<file path="src/rtl/esoi_pkg.sv">
// ----------------------------------------------------------------------------
// esoi_pkg
// Shared types, constants and tables of the Euler sine integrator.
// ----------------------------------------------------------------------------
package esoi_pkg;

  localparam int CORDIC_ITERATIONS_DEF = 24;
  localparam int STEP_COUNT_BITS_DEF   = 25;

  localparam int CFG_INDEX_W   = 2;
  localparam int CFG_DATA_W    = 32;
  localparam int Y_W           = 32;
  localparam int STEP_SIZE_W   = 32;
  localparam int STEP_COUNT_W  = 25;
  localparam int STEP_INDEX_W  = 25;
  localparam int TIME_W        = 48;
  localparam int IN_TDATA_W    = 8;
  localparam int OUT_TDATA_W   = 112;
  localparam int ANGLE_W       = 34;
  localparam int ATAN_DEPTH    = 32;
  localparam int ATAN_IDX_W    = $clog2(ATAN_DEPTH);

  localparam int OUT_INDEX_LSB = 0;
  localparam int OUT_TIME_LSB  = OUT_INDEX_LSB + STEP_INDEX_W;
  localparam int OUT_Y_LSB     = OUT_TIME_LSB + TIME_W;
  localparam int OUT_PAD_W     = OUT_TDATA_W - OUT_Y_LSB - Y_W;

  localparam logic [CFG_INDEX_W-1:0] CFG_INITIAL_VALUE = 2'd0;
  localparam logic [CFG_INDEX_W-1:0] CFG_STEP_SIZE     = 2'd1;
  localparam logic [CFG_INDEX_W-1:0] CFG_STEP_COUNT    = 2'd2;

  localparam logic signed [Y_W-1:0]        INITIAL_VALUE_RST = 32'sd134217728;
  localparam logic [STEP_SIZE_W-1:0]       STEP_SIZE_RST     = 32'd429497;
  localparam logic [STEP_COUNT_W-1:0]      STEP_COUNT_RST    = 25'd200000;

  localparam logic signed [ANGLE_W-1:0] PI_Q27      = 34'sd421657428;
  localparam logic signed [ANGLE_W-1:0] NEG_PI_Q27  = -34'sd421657428;
  localparam logic signed [ANGLE_W-1:0] TWO_PI_Q27  = 34'sd843314857;
  localparam logic signed [ANGLE_W-1:0] HALF_PI_Q27 = 34'sd210828714;
  localparam logic signed [ANGLE_W-1:0] NEG_HALF_PI_Q27 = -34'sd210828714;
  localparam logic signed [ANGLE_W-1:0] CORDIC_GAIN_Q30 = 34'sd652032874;

  typedef enum logic [2:0] {
    ST_IDLE,
    ST_REDUCE,
    ST_FOLD,
    ST_CORDIC,
    ST_UPDATE,
    ST_EMIT
  } state_t;

  typedef struct packed {
    logic restart_load;
    logic red_init;
    logic red_step;
    logic fold_wrap;
    logic fold_half;
    logic cordic_step;
    logic mult;
    logic update;
    logic out_load;
  } ctrl_cmd_t;

  typedef struct packed {
    logic run_active;
    logic red_done;
    logic cordic_done;
    logic out_free;
  } ctrl_status_t;

  function automatic logic signed [ANGLE_W-1:0] atan_q30(input logic [ATAN_IDX_W-1:0] idx);
    logic signed [ANGLE_W-1:0] v;
    case (idx)
      5'd0:  v = 34'sd843314856;
      5'd1:  v = 34'sd497837829;
      5'd2:  v = 34'sd263043836;
      5'd3:  v = 34'sd133525158;
      5'd4:  v = 34'sd67021686;
      5'd5:  v = 34'sd33543515;
      5'd6:  v = 34'sd16775850;
      5'd7:  v = 34'sd8388437;
      5'd8:  v = 34'sd4194282;
      5'd9:  v = 34'sd2097149;
      5'd10: v = 34'sd1048575;
      5'd11: v = 34'sd524287;
      5'd12: v = 34'sd262143;
      5'd13: v = 34'sd131071;
      5'd14: v = 34'sd65535;
      5'd15: v = 34'sd32767;
      5'd16: v = 34'sd16383;
      5'd17: v = 34'sd8191;
      5'd18: v = 34'sd4095;
      5'd19: v = 34'sd2047;
      5'd20: v = 34'sd1023;
      5'd21: v = 34'sd511;
      5'd22: v = 34'sd255;
      5'd23: v = 34'sd127;
      5'd24: v = 34'sd63;
      5'd25: v = 34'sd31;
      5'd26: v = 34'sd15;
      5'd27: v = 34'sd7;
      5'd28: v = 34'sd3;
      5'd29: v = 34'sd1;
      default: v = '0;
    endcase
    return v;
  endfunction

endpackage

</file>
<file path="src/rtl/esoi_ctrl.sv">
// ----------------------------------------------------------------------------
// esoi_ctrl
// Sequencer for one tick: restart load, or reduction, fold, CORDIC, multiply and update; then emit.
// ----------------------------------------------------------------------------
module esoi_ctrl import esoi_pkg::*; (
  input  logic         clk,
  input  logic         rst,
  input  logic         in_valid,
  input  logic         in_restart,
  output logic         in_ready,
  input  ctrl_status_t status,
  output ctrl_cmd_t    cmd
);

  state_t state;
  state_t state_next;
  logic   accept;

  assign in_ready = (state == ST_IDLE);
  assign accept   = in_valid && in_ready;

  always_ff @(posedge clk) begin
    if (rst) begin
      state <= ST_IDLE;
    end else begin
      state <= state_next;
    end
  end

  always_comb begin
    state_next = state;
    unique case (state)
      ST_IDLE: begin
        if (accept) begin
          if (in_restart) begin
            state_next = ST_EMIT;
          end else if (status.run_active) begin
            state_next = ST_REDUCE;
          end
        end
      end
      ST_REDUCE: begin
        if (status.red_done) begin
          state_next = ST_FOLD;
        end
      end
      ST_FOLD:   state_next = ST_CORDIC;
      ST_CORDIC: begin
        if (status.cordic_done) begin
          state_next = ST_UPDATE;
        end
      end
      ST_UPDATE: state_next = ST_EMIT;
      ST_EMIT: begin
        if (status.out_free) begin
          state_next = ST_IDLE;
        end
      end
      default:   state_next = ST_IDLE;
    endcase
  end

  always_comb begin
    cmd = '0;
    unique case (state)
      ST_IDLE: begin
        cmd.restart_load = accept && in_restart;
        cmd.red_init     = accept && !in_restart && status.run_active;
      end
      ST_REDUCE: begin
        cmd.red_step  = !status.red_done;
        cmd.fold_wrap = status.red_done;
      end
      ST_FOLD:   cmd.fold_half = 1'b1;
      ST_CORDIC: begin
        cmd.cordic_step = !status.cordic_done;
        cmd.mult        = status.cordic_done;
      end
      ST_UPDATE: cmd.update = 1'b1;
      ST_EMIT:   cmd.out_load = status.out_free;
      default:   cmd = '0;
    endcase
  end

endmodule

</file>
<file path="config.mk">
export PLATFORM = sky130hd
export DESIGN_NAME = esoi_ctrl
export DESIGN_NICKNAME = d
export VERILOG_FILES = /design/src/rtl/esoi_pkg.sv /design/src/rtl/esoi_ctrl.sv
export SDC_FILE = /design/constraint.sdc
export NUM_CORES = 1
export LEC_CHECK = 0
export BUFFER_PORTS_ARGS = -buffer_cell sky130_fd_sc_hd__buf_4
export CAP_MARGIN = 10
export CELL_PAD_IN_SITES_DETAIL_PLACEMENT = 0
export CELL_PAD_IN_SITES_GLOBAL_PLACEMENT = 1
export CORE_AREA = 2 2 39 41
export CTS_BUF_LIST = sky130_fd_sc_hd__clkbuf_8
export CTS_CLUSTER_SIZE = 12
export DETAILED_ROUTE_END_ITERATION = 16
export DIE_AREA = 0 0 41 43
export PLACE_DENSITY_LB_ADDON = 0.1
export RECOVER_POWER = 25
export SLEW_MARGIN = 20
export SYNTH_ARGS = -nofsm -noshare
export SYNTH_HDL_FRONTEND = slang
export SYNTH_SLANG_ARGS = --single-unit
</file>
<file path="constraint.sdc">
create_clock -name clk -period 3.3 [get_ports clk]
set_input_delay 0.66 -clock clk [delete_from_list [all_inputs] [get_ports clk]]
set_output_delay 0.66 -clock clk [all_outputs]
set_load 0.01 [all_outputs]
</file>
==> results.md, run 1 <==
- # rows: 14
- Origin of the worst min-delay path: rst
- EDFF count, synth: 0
- Fmax: 498.9 MHz
- Post-CTS Hold Fix Bufs: 0
- Worst reg2reg endpoint: state[2]
- Worst Hold Class: in2reg
- ANT cells: 0
- Cell area power density: between 500 and 600 mW/mm2
- Layout Nets: just under 70
- WP data required: 2640 ps
- First-pass GRT wire length: 1.242 mm
- Clock-pin transition on the worst setup and hold timing paths: approximately 30 ps
- Crit-path max FO: 12
- Adder-cell share of the synthesized area: 0%
- Total GRT Usage: 10.33%
- Cells resized by post-CTS repair: 0
- Total wire length: 786 um
- Vias: 360
- Total CTS buffers: 3
- Biggest regs: state: 3 flops
- Post-CTS Setup Bufs: 0
- Post-synthesis sequential area ratio: 17.91%
- Slew HR: a little under three quarters
- DIE AREA: roughly 0.0018 mm2
- Core ar.: 0.001384 mm2
- R2R depth: 4
- Insertion delay to the later sink of the worst-skew pair: 210 ps
- Largest cells by area after synthesis: dfxtp_1, buf_6, nor3_1, a21oi_1, a2111oi_2
- Mapped Nets: 50
- Crit Path Class: reg2out
- RR Startpoint: state[0]
- Clk_skew: 0.9035 ps
- Area growth from synthesis to layout: 45.52%
- Crit end category: output pin
- Mux cell area share after synthesis: 0%
- Slew Limit Fails: 0
- RSZ-0062 raised after global routing: no
- Maximum VDD drop: 0.2422 mV
- Outcome: finished, final reports clean
- Final-report setup violation count: 0
- Static leakage: between 0.2 and 0.25 nW
- Top cell type's share of synthesized area: roughly 18%
- Initial DRC Count: 3
- Port Buffer Count: 17
- # clock sinks: 3
- YS warnings: 0
- Initial antenna violation count: 0
- Starting Density: approximately 24%
- Simple-gate portion of the synthesized area: between 40% and 50%
- CTS root buf: clkbuf_8
- Top Family by Delay on Critical Path: flip-flops
- Setup TNS: 0 ps
- Main combinational cell family by area after synthesis: simple AND/OR/NAND/NOR gates
- Worst Path Buf+Inv: 1
- Pin count of the biggest net entering global routing: 14
- Die Y: 43 um
- Detail Route Antenna Nets: 0
- Synth cell types: 28
- Yosys top cell by area: dfxtp_1
- R2r setup slk: 1940 ps
- Seq cells post-synth: 3
- Critical Path AT: 1340 ps
- Via-to-Cell Ratio: 4.737
- Gate Count Post-Synth: 42
- Final Hold Fails: 0
- Gpl congestion: 0.6339
- Worst slew pin tran: 435.4 ps
- I/O pin count: 18
- DRT Pass-1 Iters: 2
- Vias in the first global route: 309
- Post-synth ARST share: 0%
- Post-synthesis xor/xnor area fraction: 0%
- Ratio of cells with drive above 1 in the final layout: 45.00%
- Avg Cell Area, Syn: 7.984 um2
- Top cells by count, synth: nand2_1, nor3_1, a21oi_1, dfxtp_1, nor2_1
- Tmin final: 2004 ps
- Total grt overflow: 0
- Final worst-path cycle share: between 60% and 70%
- Worst Hold End: state[0]
- WHS: 625.2 ps
- Post-Syn Area: 335.3 um2
- Max_cap viols: 0
- CTS Buffer Depth: 2
- Biggest register: state
- Hold depth: 2
- Critical-path top delay cell: dfxtp_1
- CTS tree: done
- Layout fillers: approximately 150
- CP Cell Sequence: nor2b_1, and3_4, buf_4
- Post-DP HPWL: about 590 um
- Synth Area in Compound Gates: 22.01%
- Critical path's largest stage delay: ~530 ps
- Worst Setup Start Kind: flip-flop
- Die width: 41 um
- Number of H-tree levels: 1
- Wire per inst: 10.34 um
- Number of flip-flops in the largest register: 3
- DR DRC count: 0
- Prevailing post-synth register cell: dfxtp_1
## worst max-delay path by stage
stage | startpoint | endpoint | depth (start not counted)
after floorplan | state[1] | cmd[7] | 3
after global routing | state[0] | cmd[2] | 3
after detailed placement | status[2] | cmd[5] | 4
after CTS | state[0] | cmd[2] | 3
final | state[0] | cmd[2] | 3
after global placement | status[2] | cmd[5] | 4
## metal layers
layer | share of wire (%) | up-vias | global-route usage, %
met4 | 0 | 0 | 4.000
met1 | 45 | 159 | 13.14
met2 | 47 | 13 | 14.37
li1 | - | 188 | -
met3 | 8.4 | 0 | 5.236
met5 | 0 | - | 0
## cell families after synthesis
group | count (synthesis)
compound gates | 9
simple gates | 25
flops | 3
buf+inv | 5
## final cells by class
class	count	area (um2)	share of cell area (%)
clock buffer	3	41.29	8.462
tap	16	20.02	4.103
timing repair buffer	17	127.6	26.15
clock inverter	1	3.754	0.7692
inverter	2	7.507	1.538
sequential	3	60.06	12.31
multi-input combinational	34	227.7	46.67
## where the power goes
group	switching (mW)	internal, mW
Clock	0.0235	0.0791
Sequential	0.0209	0.0431
Combinational	0.0409	0.0504
Total	0.0852	0.173
## through the flow
stage	utilization [%]	power [mW]	setup slack (ps)	instance area, um2	std cells
finish	35.26	0.2578	1296	488.0	76
global route	35.26	0.2760	1183	488.0	76
CTS	35.99	0.2654	1316	498.0	76
detailed placement	32.73	0.1604	1491	452.9	72
global placement	32.73	0.1638	1503	452.9	72
floorplan	-	0.1322	1625	335.3	42
## placed cells by master (no fill, tap or decap)
cell and n:
and3_1 1, clkbuf_8 3, nor3_1 4, o311ai_0 1, nor2_1 3, nor4_2 1
or3_1 1, a21boi_2 1, and3_4 1, nand2b_1 1, and4_1 1, buf_4 17
o211ai_1 1, nand2b_2 1, a21o_1 1, nor3b_1 1, a21oi_1 3, a2111oi_2 1
and2_1 1, nor2_2 1, a2bb2oi_1 1, inv_1 3, nand2_1 4, nand3_1 1
nor2b_1 2, nor3_2 1, dfxtp_1 3
Note: power is estimated with default switching activity, not from simulation.
==> run 2: changes to the inputs <==
- clock period: 3.3 -> 2 ns (I/O delays scaled with it)
==> run 2 against run 1 <==
  * Register-to-register slack worse by 1300 ps
  * Via count grew 5.0%
  * Clock-buffer cell count is the same
  * Final cell count unchanged
  * Largest cell class unchanged
  * Highest routed layer is now met4
==> results.md, run 2 (synthesis results as in run 1) <==
- Commonest cells after routing, fill and taps aside: buf_4, nor3_1, nand2_1 (unchanged)
- Met3 wire length: 65 um (was 66 um)
- # rows: 14 (unchanged)
- Initial DRC Count: 4 (was 3)
- DRT Pass-1 Iters: 2 (unchanged)
- Cell area power density: 868.2 mW/mm2 (was 528.3 mW/mm2)
- Clock-pin transition on the worst setup and hold timing paths: 30 ps (about the same)
- Biggest register: state (unchanged)
- Gpl congestion: 0.6601 (was 0.6339)
- Biggest regs: state: 3 flops (unchanged)
- Final worst-path cycle share: between 80% and 90%
- Clk_skew: 0.8584 ps (was 0.9035 ps)
- DIE AREA: 0.001763 mm2 (unchanged)
- ANT cells: 0 (unchanged)
- Number of flip-flops in the largest register: 3 (unchanged)
- Final-report setup violation count: 0 (unchanged)
- Vias in the first global route: 361 (was 309)
- Total wire length: 812 um (was 786 um)
- Die width: 41 um (unchanged)
- DR DRC count: 0 (unchanged)
- Crit Path Class: reg2out (unchanged)
- First-pass GRT wire length: 1.442 mm (was 1.242 mm)
- Total CTS buffers: 3 (unchanged)
- # clock sinks: 3 (unchanged)
- CTS Buffer Depth: 2 (unchanged)
- Post-CTS Hold Fix Bufs: 0 (unchanged)
- Fmax: ~570 MHz
- Crit end category: output pin (unchanged)
- Cells resized by post-CTS repair: 0 (unchanged)
- Commonest non-fill, non-tap cell in the layout: buf_4 (unchanged)
- Port Buffer Count: 17 (unchanged)
- Tmin final: around 1800 ps
- Outcome: finished, final reports clean (unchanged)
- M1 WL: 354 um (was 350 um)
- I/O pin count: 18 (unchanged)
- Overall power: 0.4302 mW (was 0.2578 mW)
- Post-CTS Setup Bufs: 0 (unchanged)
- Final Hold Fails: 0 (unchanged)
- Ratio of cells with drive above 1 in the final layout: 46.67% (was 45.00%)
- Maximum VDD drop: 0.4645 mV (was 0.2422 mV)
- Area growth from synthesis to layout: 47.76% (was 45.52%)
- Die Y: 43 um (unchanged)
- Layout Nets: 69 (unchanged)
- RSZ-0062 raised after global routing: no (unchanged)
- Metal2 WL: 377 um (was 370 um)
- Vias: 378 (was 360)
- Max layer used: met4 (was met3)
- Placed Cells: 72 (unchanged)
- Worst Setup Start Kind: flip-flop (unchanged)
- Crit-path max FO: 12 (unchanged)
- Post-DP HPWL: 619.1 um (was 594.6 um)
- Static leakage: 0.2260 nW (was 0.2233 nW)
- Setup TNS: 0 ps (unchanged)
- Total GRT Usage: 11.94% (was 10.33%)
- CTS tree: done (unchanged)
- Slew HR: 70.56% (was 70.94%)
- Final cell count without fillers: 76 (unchanged)
- Max_cap viols: 0 (unchanged)
- Core ar.: 0.001384 mm2 (unchanged)
- Worst Hold Class: in2reg (unchanged)
- Critical Path AT: 1350 ps (was 1340 ps)
- Wire per inst: 10.68 um (was 10.34 um)
- Worst slew pin tran: 440.9 ps (was 435.4 ps)
- Total grt overflow: 0 (unchanged)
- Starting Density: 24.23% (unchanged)
- Initial antenna violation count: 0 (unchanged)
- CTS root buf: clkbuf_8 (unchanged)
- Insertion delay to the later sink of the worst-skew pair: 210 ps (about the same)
- Pin count of the biggest net entering global routing: 14 (unchanged)
- WP data required: 1600 ps (was 2640 ps)
- Slew Limit Fails: 0 (unchanged)
- Detail Route Antenna Nets: 0 (unchanged)
- Number of H-tree levels: 1 (unchanged)
- Via-to-Cell Ratio: 4.974 (was 4.737)
[run 2: final timing paths]
path / start / slack [ps] / cells after the start / to
max: state[0] / 250 / 3 / cmd[2]
min: rst / 360 / 2 / state[0]
max reg2reg: state[0] / 610 / 4 / state[2]
min reg2reg: state[2] / 690 / 1 / state[1]
[run 2: report_power, final]
group	total, mW	internal [mW]	switching, mW
clock network	0.170	0.131	0.0391
registers	0.106	0.0710	0.0346
logic	0.155	0.0861	0.0687
total	0.430	0.288	0.142
[run 2: final cells by class]
| type | count | area (um2) |
|---|---|---|
| inverters | 2 | 7.507 |
| fillers | 155 | 888.4 |
| clock inverters | 1 | 3.754 |
| repair buffers | 17 | 127.6 |
| well taps | 16 | 20.02 |
| clock buffers | 3 | 41.29 |
| flip-flops and latches | 3 | 60.06 |
| multi-input cells | 34 | 235.2 |
[run 2: layer usage]
layer / vias up / track usage, %
met4: 0 / 8.000
li1: 188 / -
met2: 13 / 17.81
met1: 175 / 14.10
met3: 2 / 3.141
met5: - / 0
[run 2: through the flow]
step / setup slack (ps) / hold WS [ps] / instance area (um2) / utilization, %
after floorplan: 585.2 / 469.1 / 335.3 / -
after global placement: 525.6 / 590.3 / 452.9 / 32.73
after detailed placement: 512.6 / 587.9 / 452.9 / 32.73
after CTS: 276.5 / 363.2 / 498.0 / 35.99
after global routing: 130.3 / 376.6 / 495.5 / 35.80
final: 248.6 / 362.6 / 495.5 / 35.80
[run 2: critical path, cell delays in order (launching register included)]
cell,delay (ps)
dfxtp_1,530
nor2b_1,270
and3_4,220
buf_4,110
==> run 3: changes to the inputs <==
- CTS_BUF_LIST: sky130_fd_sc_hd__clkbuf_8 -> unset
- REMOVE_ABC_BUFFERS: unset -> 1
==> run 3 against run 2 <==
  * Sequential cell count is the same
  * Critical path depth unchanged
  * First-iteration DRC count decreased by 25%
  * Maximum frequency shrank 0.78%
  * Die area stayed put
  * Wire length is 4.4% higher
  * Non-clock buffer count unchanged
  * Via count fell by 5.3%
  * Core utilization decreased by 1.4 points
  * Cell area decreased by 3.8%
  * Critical path type unchanged
  * Largest power group is now combinational cells
==> results.md, run 3 (synthesis results as in run 1) <==
- WP data required: 1600 ps (about the same)
- R2R depth: 4 (unchanged)
- Worst slew pin tran: 463.4 ps (was 440.9 ps)
- Total grt overflow: 0 (unchanged)
- Tmin final: 1765 ps (was 1751 ps)
- Insertion delay to the later sink of the worst-skew pair: 230 ps (was 210 ps)
- Number of flip-flops in the largest register: 3 (unchanged)
- Worst Setup Start Kind: flip-flop (unchanged)
- Setup TNS: 0 ps (unchanged)
- Core ar.: 0.001384 mm2 (unchanged)
- DIE AREA: 0.001763 mm2 (unchanged)
- Wire per inst: 11.16 um (was 10.68 um)
- Critical Path AT: 1370 ps (was 1350 ps)
- Commonest non-fill, non-tap cell in the layout: buf_4 (unchanged)
- Starting Density: 24.23% (unchanged)
- Post-DP HPWL: 647.7 um (was 619.1 um)
- CTS tree: done (unchanged)
- Final-report setup violation count: 0 (unchanged)
- Clk_skew: 2.715 ps (was 0.8584 ps)
- Total CTS buffers: 3 (unchanged)
- Crit-path max FO: 12 (unchanged)
- Post-CTS Setup Bufs: 0 (unchanged)
- Post-CTS Hold Fix Bufs: 0 (unchanged)
- Die width: 41 um (unchanged)
- Crit path launch: state[0] (unchanged)
- Vias: 358 (was 378)
- Crit end category: output pin (unchanged)
- Initial DRC Count: 3 (was 4)
- Outcome: finished, final reports clean (unchanged)
- Number of H-tree levels: 1 (unchanged)
- Crit Path Class: reg2out (unchanged)
- Maximum VDD drop: 0.2256 mV (was 0.4645 mV)
- Slew HR: 69.07% (was 70.56%)
- Layout Nets: 69 (unchanged)
- Final worst-path cycle share: 88.26% (was 87.57%)
- Initial antenna violation count: 0 (unchanged)
- # clock sinks: 3 (unchanged)
- Total GRT Usage: 12.01% (was 11.94%)
- Critical path capture point: cmd[2] (unchanged)
- WHS: 354.8 ps (was 362.6 ps)
- DR DRC count: 0 (unchanged)
- Worst reg2reg endpoint: state[2] (unchanged)
- DRT Pass-1 Iters: 2 (unchanged)
- # rows: 14 (unchanged)
- Die Y: 43 um (unchanged)
- CTS root buf: clkbuf_4 (was clkbuf_8)
- Biggest register: state (unchanged)
- Detail Route Antenna Nets: 0 (unchanged)
- I/O pin count: 18 (unchanged)
- Vias in the first global route: 305 (was 361)
- Ratio of cells with drive above 1 in the final layout: 46.67% (unchanged)
- R2r setup slk: 610 ps (about the same)
- Max_cap viols: 0 (unchanged)
- Clock-pin transition on the worst setup and hold timing paths: 40 ps (was 30 ps)
- Area growth from synthesis to layout: 42.16% (was 47.76%)
- First-pass GRT wire length: 1.455 mm (was 1.442 mm)
- Total wire length: 848 um (was 812 um)
- Slew Limit Fails: 0 (unchanged)
- Via-to-Cell Ratio: 4.711 (was 4.974)
- Pin count of the biggest net entering global routing: 14 (unchanged)
- CTS Buffer Depth: 2 (unchanged)
- Commonest cells after routing, fill and taps aside: buf_4, nor3_1, nand2_1 (unchanged)
- Fmax: 566.5 MHz (was 571.0 MHz)
- Gpl congestion: 0.6906 (was 0.6601)
- Cell area power density: 769.2 mW/mm2 (was 868.2 mW/mm2)
- Biggest regs: state: 3 flops (unchanged)
- Static leakage: 0.2141 nW (was 0.2260 nW)
- Final Hold Fails: 0 (unchanged)
- Worst Hold Class: in2reg (unchanged)
- RR Startpoint: state[0] (unchanged)
- RSZ-0062 raised after global routing: no (unchanged)
- ANT cells: 0 (unchanged)
- Port Buffer Count: 17 (unchanged)
- Cells resized by post-CTS repair: 0 (unchanged)
-- run 3: changes by cell type in the layout (fill, tap and decap cells not counted) --
cell / before / now
clkbuf_1: 0 / 1
clkbuf_8: 3 / 0
inv_1: 3 / 2
clkbuf_4: 0 / 3
-- run 3: area by class of cell --
type                    instances  area (um2)
well taps                      16       20.02
clock buffers                   4       26.28
fillers                       160       907.1
inverters                       2       7.507
repair buffers                 17       127.6
flip-flops and latches          3       60.06
multi-input cells              34       235.2
-- run 3: through the flow --
stage	worst slack [ps]	std cells	power, mW	utilization [%]	cell area (um2)
after floorplan	629.1	39	0.1963	-	305.3
after global placement	522.0	72	0.2683	32.73	452.9
after detailed placement	497.7	72	0.2664	32.73	452.9
after CTS	241.9	76	0.3765	34.63	479.2
after global routing	150.5	76	0.4042	34.45	476.7
final	234.8	76	0.3667	34.45	476.7
-- run 3: how the worst min path moves through the flow --
stage	endpoint	depth (start not counted)	start	slack, ps
2_1_floorplan	state[0]	1	rst	470
3_3_place_gp	state[0]	2	rst	590
3_5_place_dp	state[0]	2	rst	600
4_1_cts	state[0]	2	rst	350
5_1_grt	state[2]	2	rst	350
6_report	state[0]	2	rst	350
-- run 3: critical path, cell delays in order, from the launching register on --
cell and delay, ps:
dfxtp_1 540, nor2b_1 260, and3_4 220, buf_4 110
-- run 3: power by group --
part / internal [mW] / switching, mW
Combinational: 0.0861 / 0.0682
Sequential: 0.0709 / 0.0362
Clock: 0.0747 / 0.0305
-- run 3: metal layers --
layer  global-route usage, %  wire length (um)
met2                   15.94               399
met1                   18.15               405
met5                       0                 0
met4                   4.000                 0
met3                   3.141                43
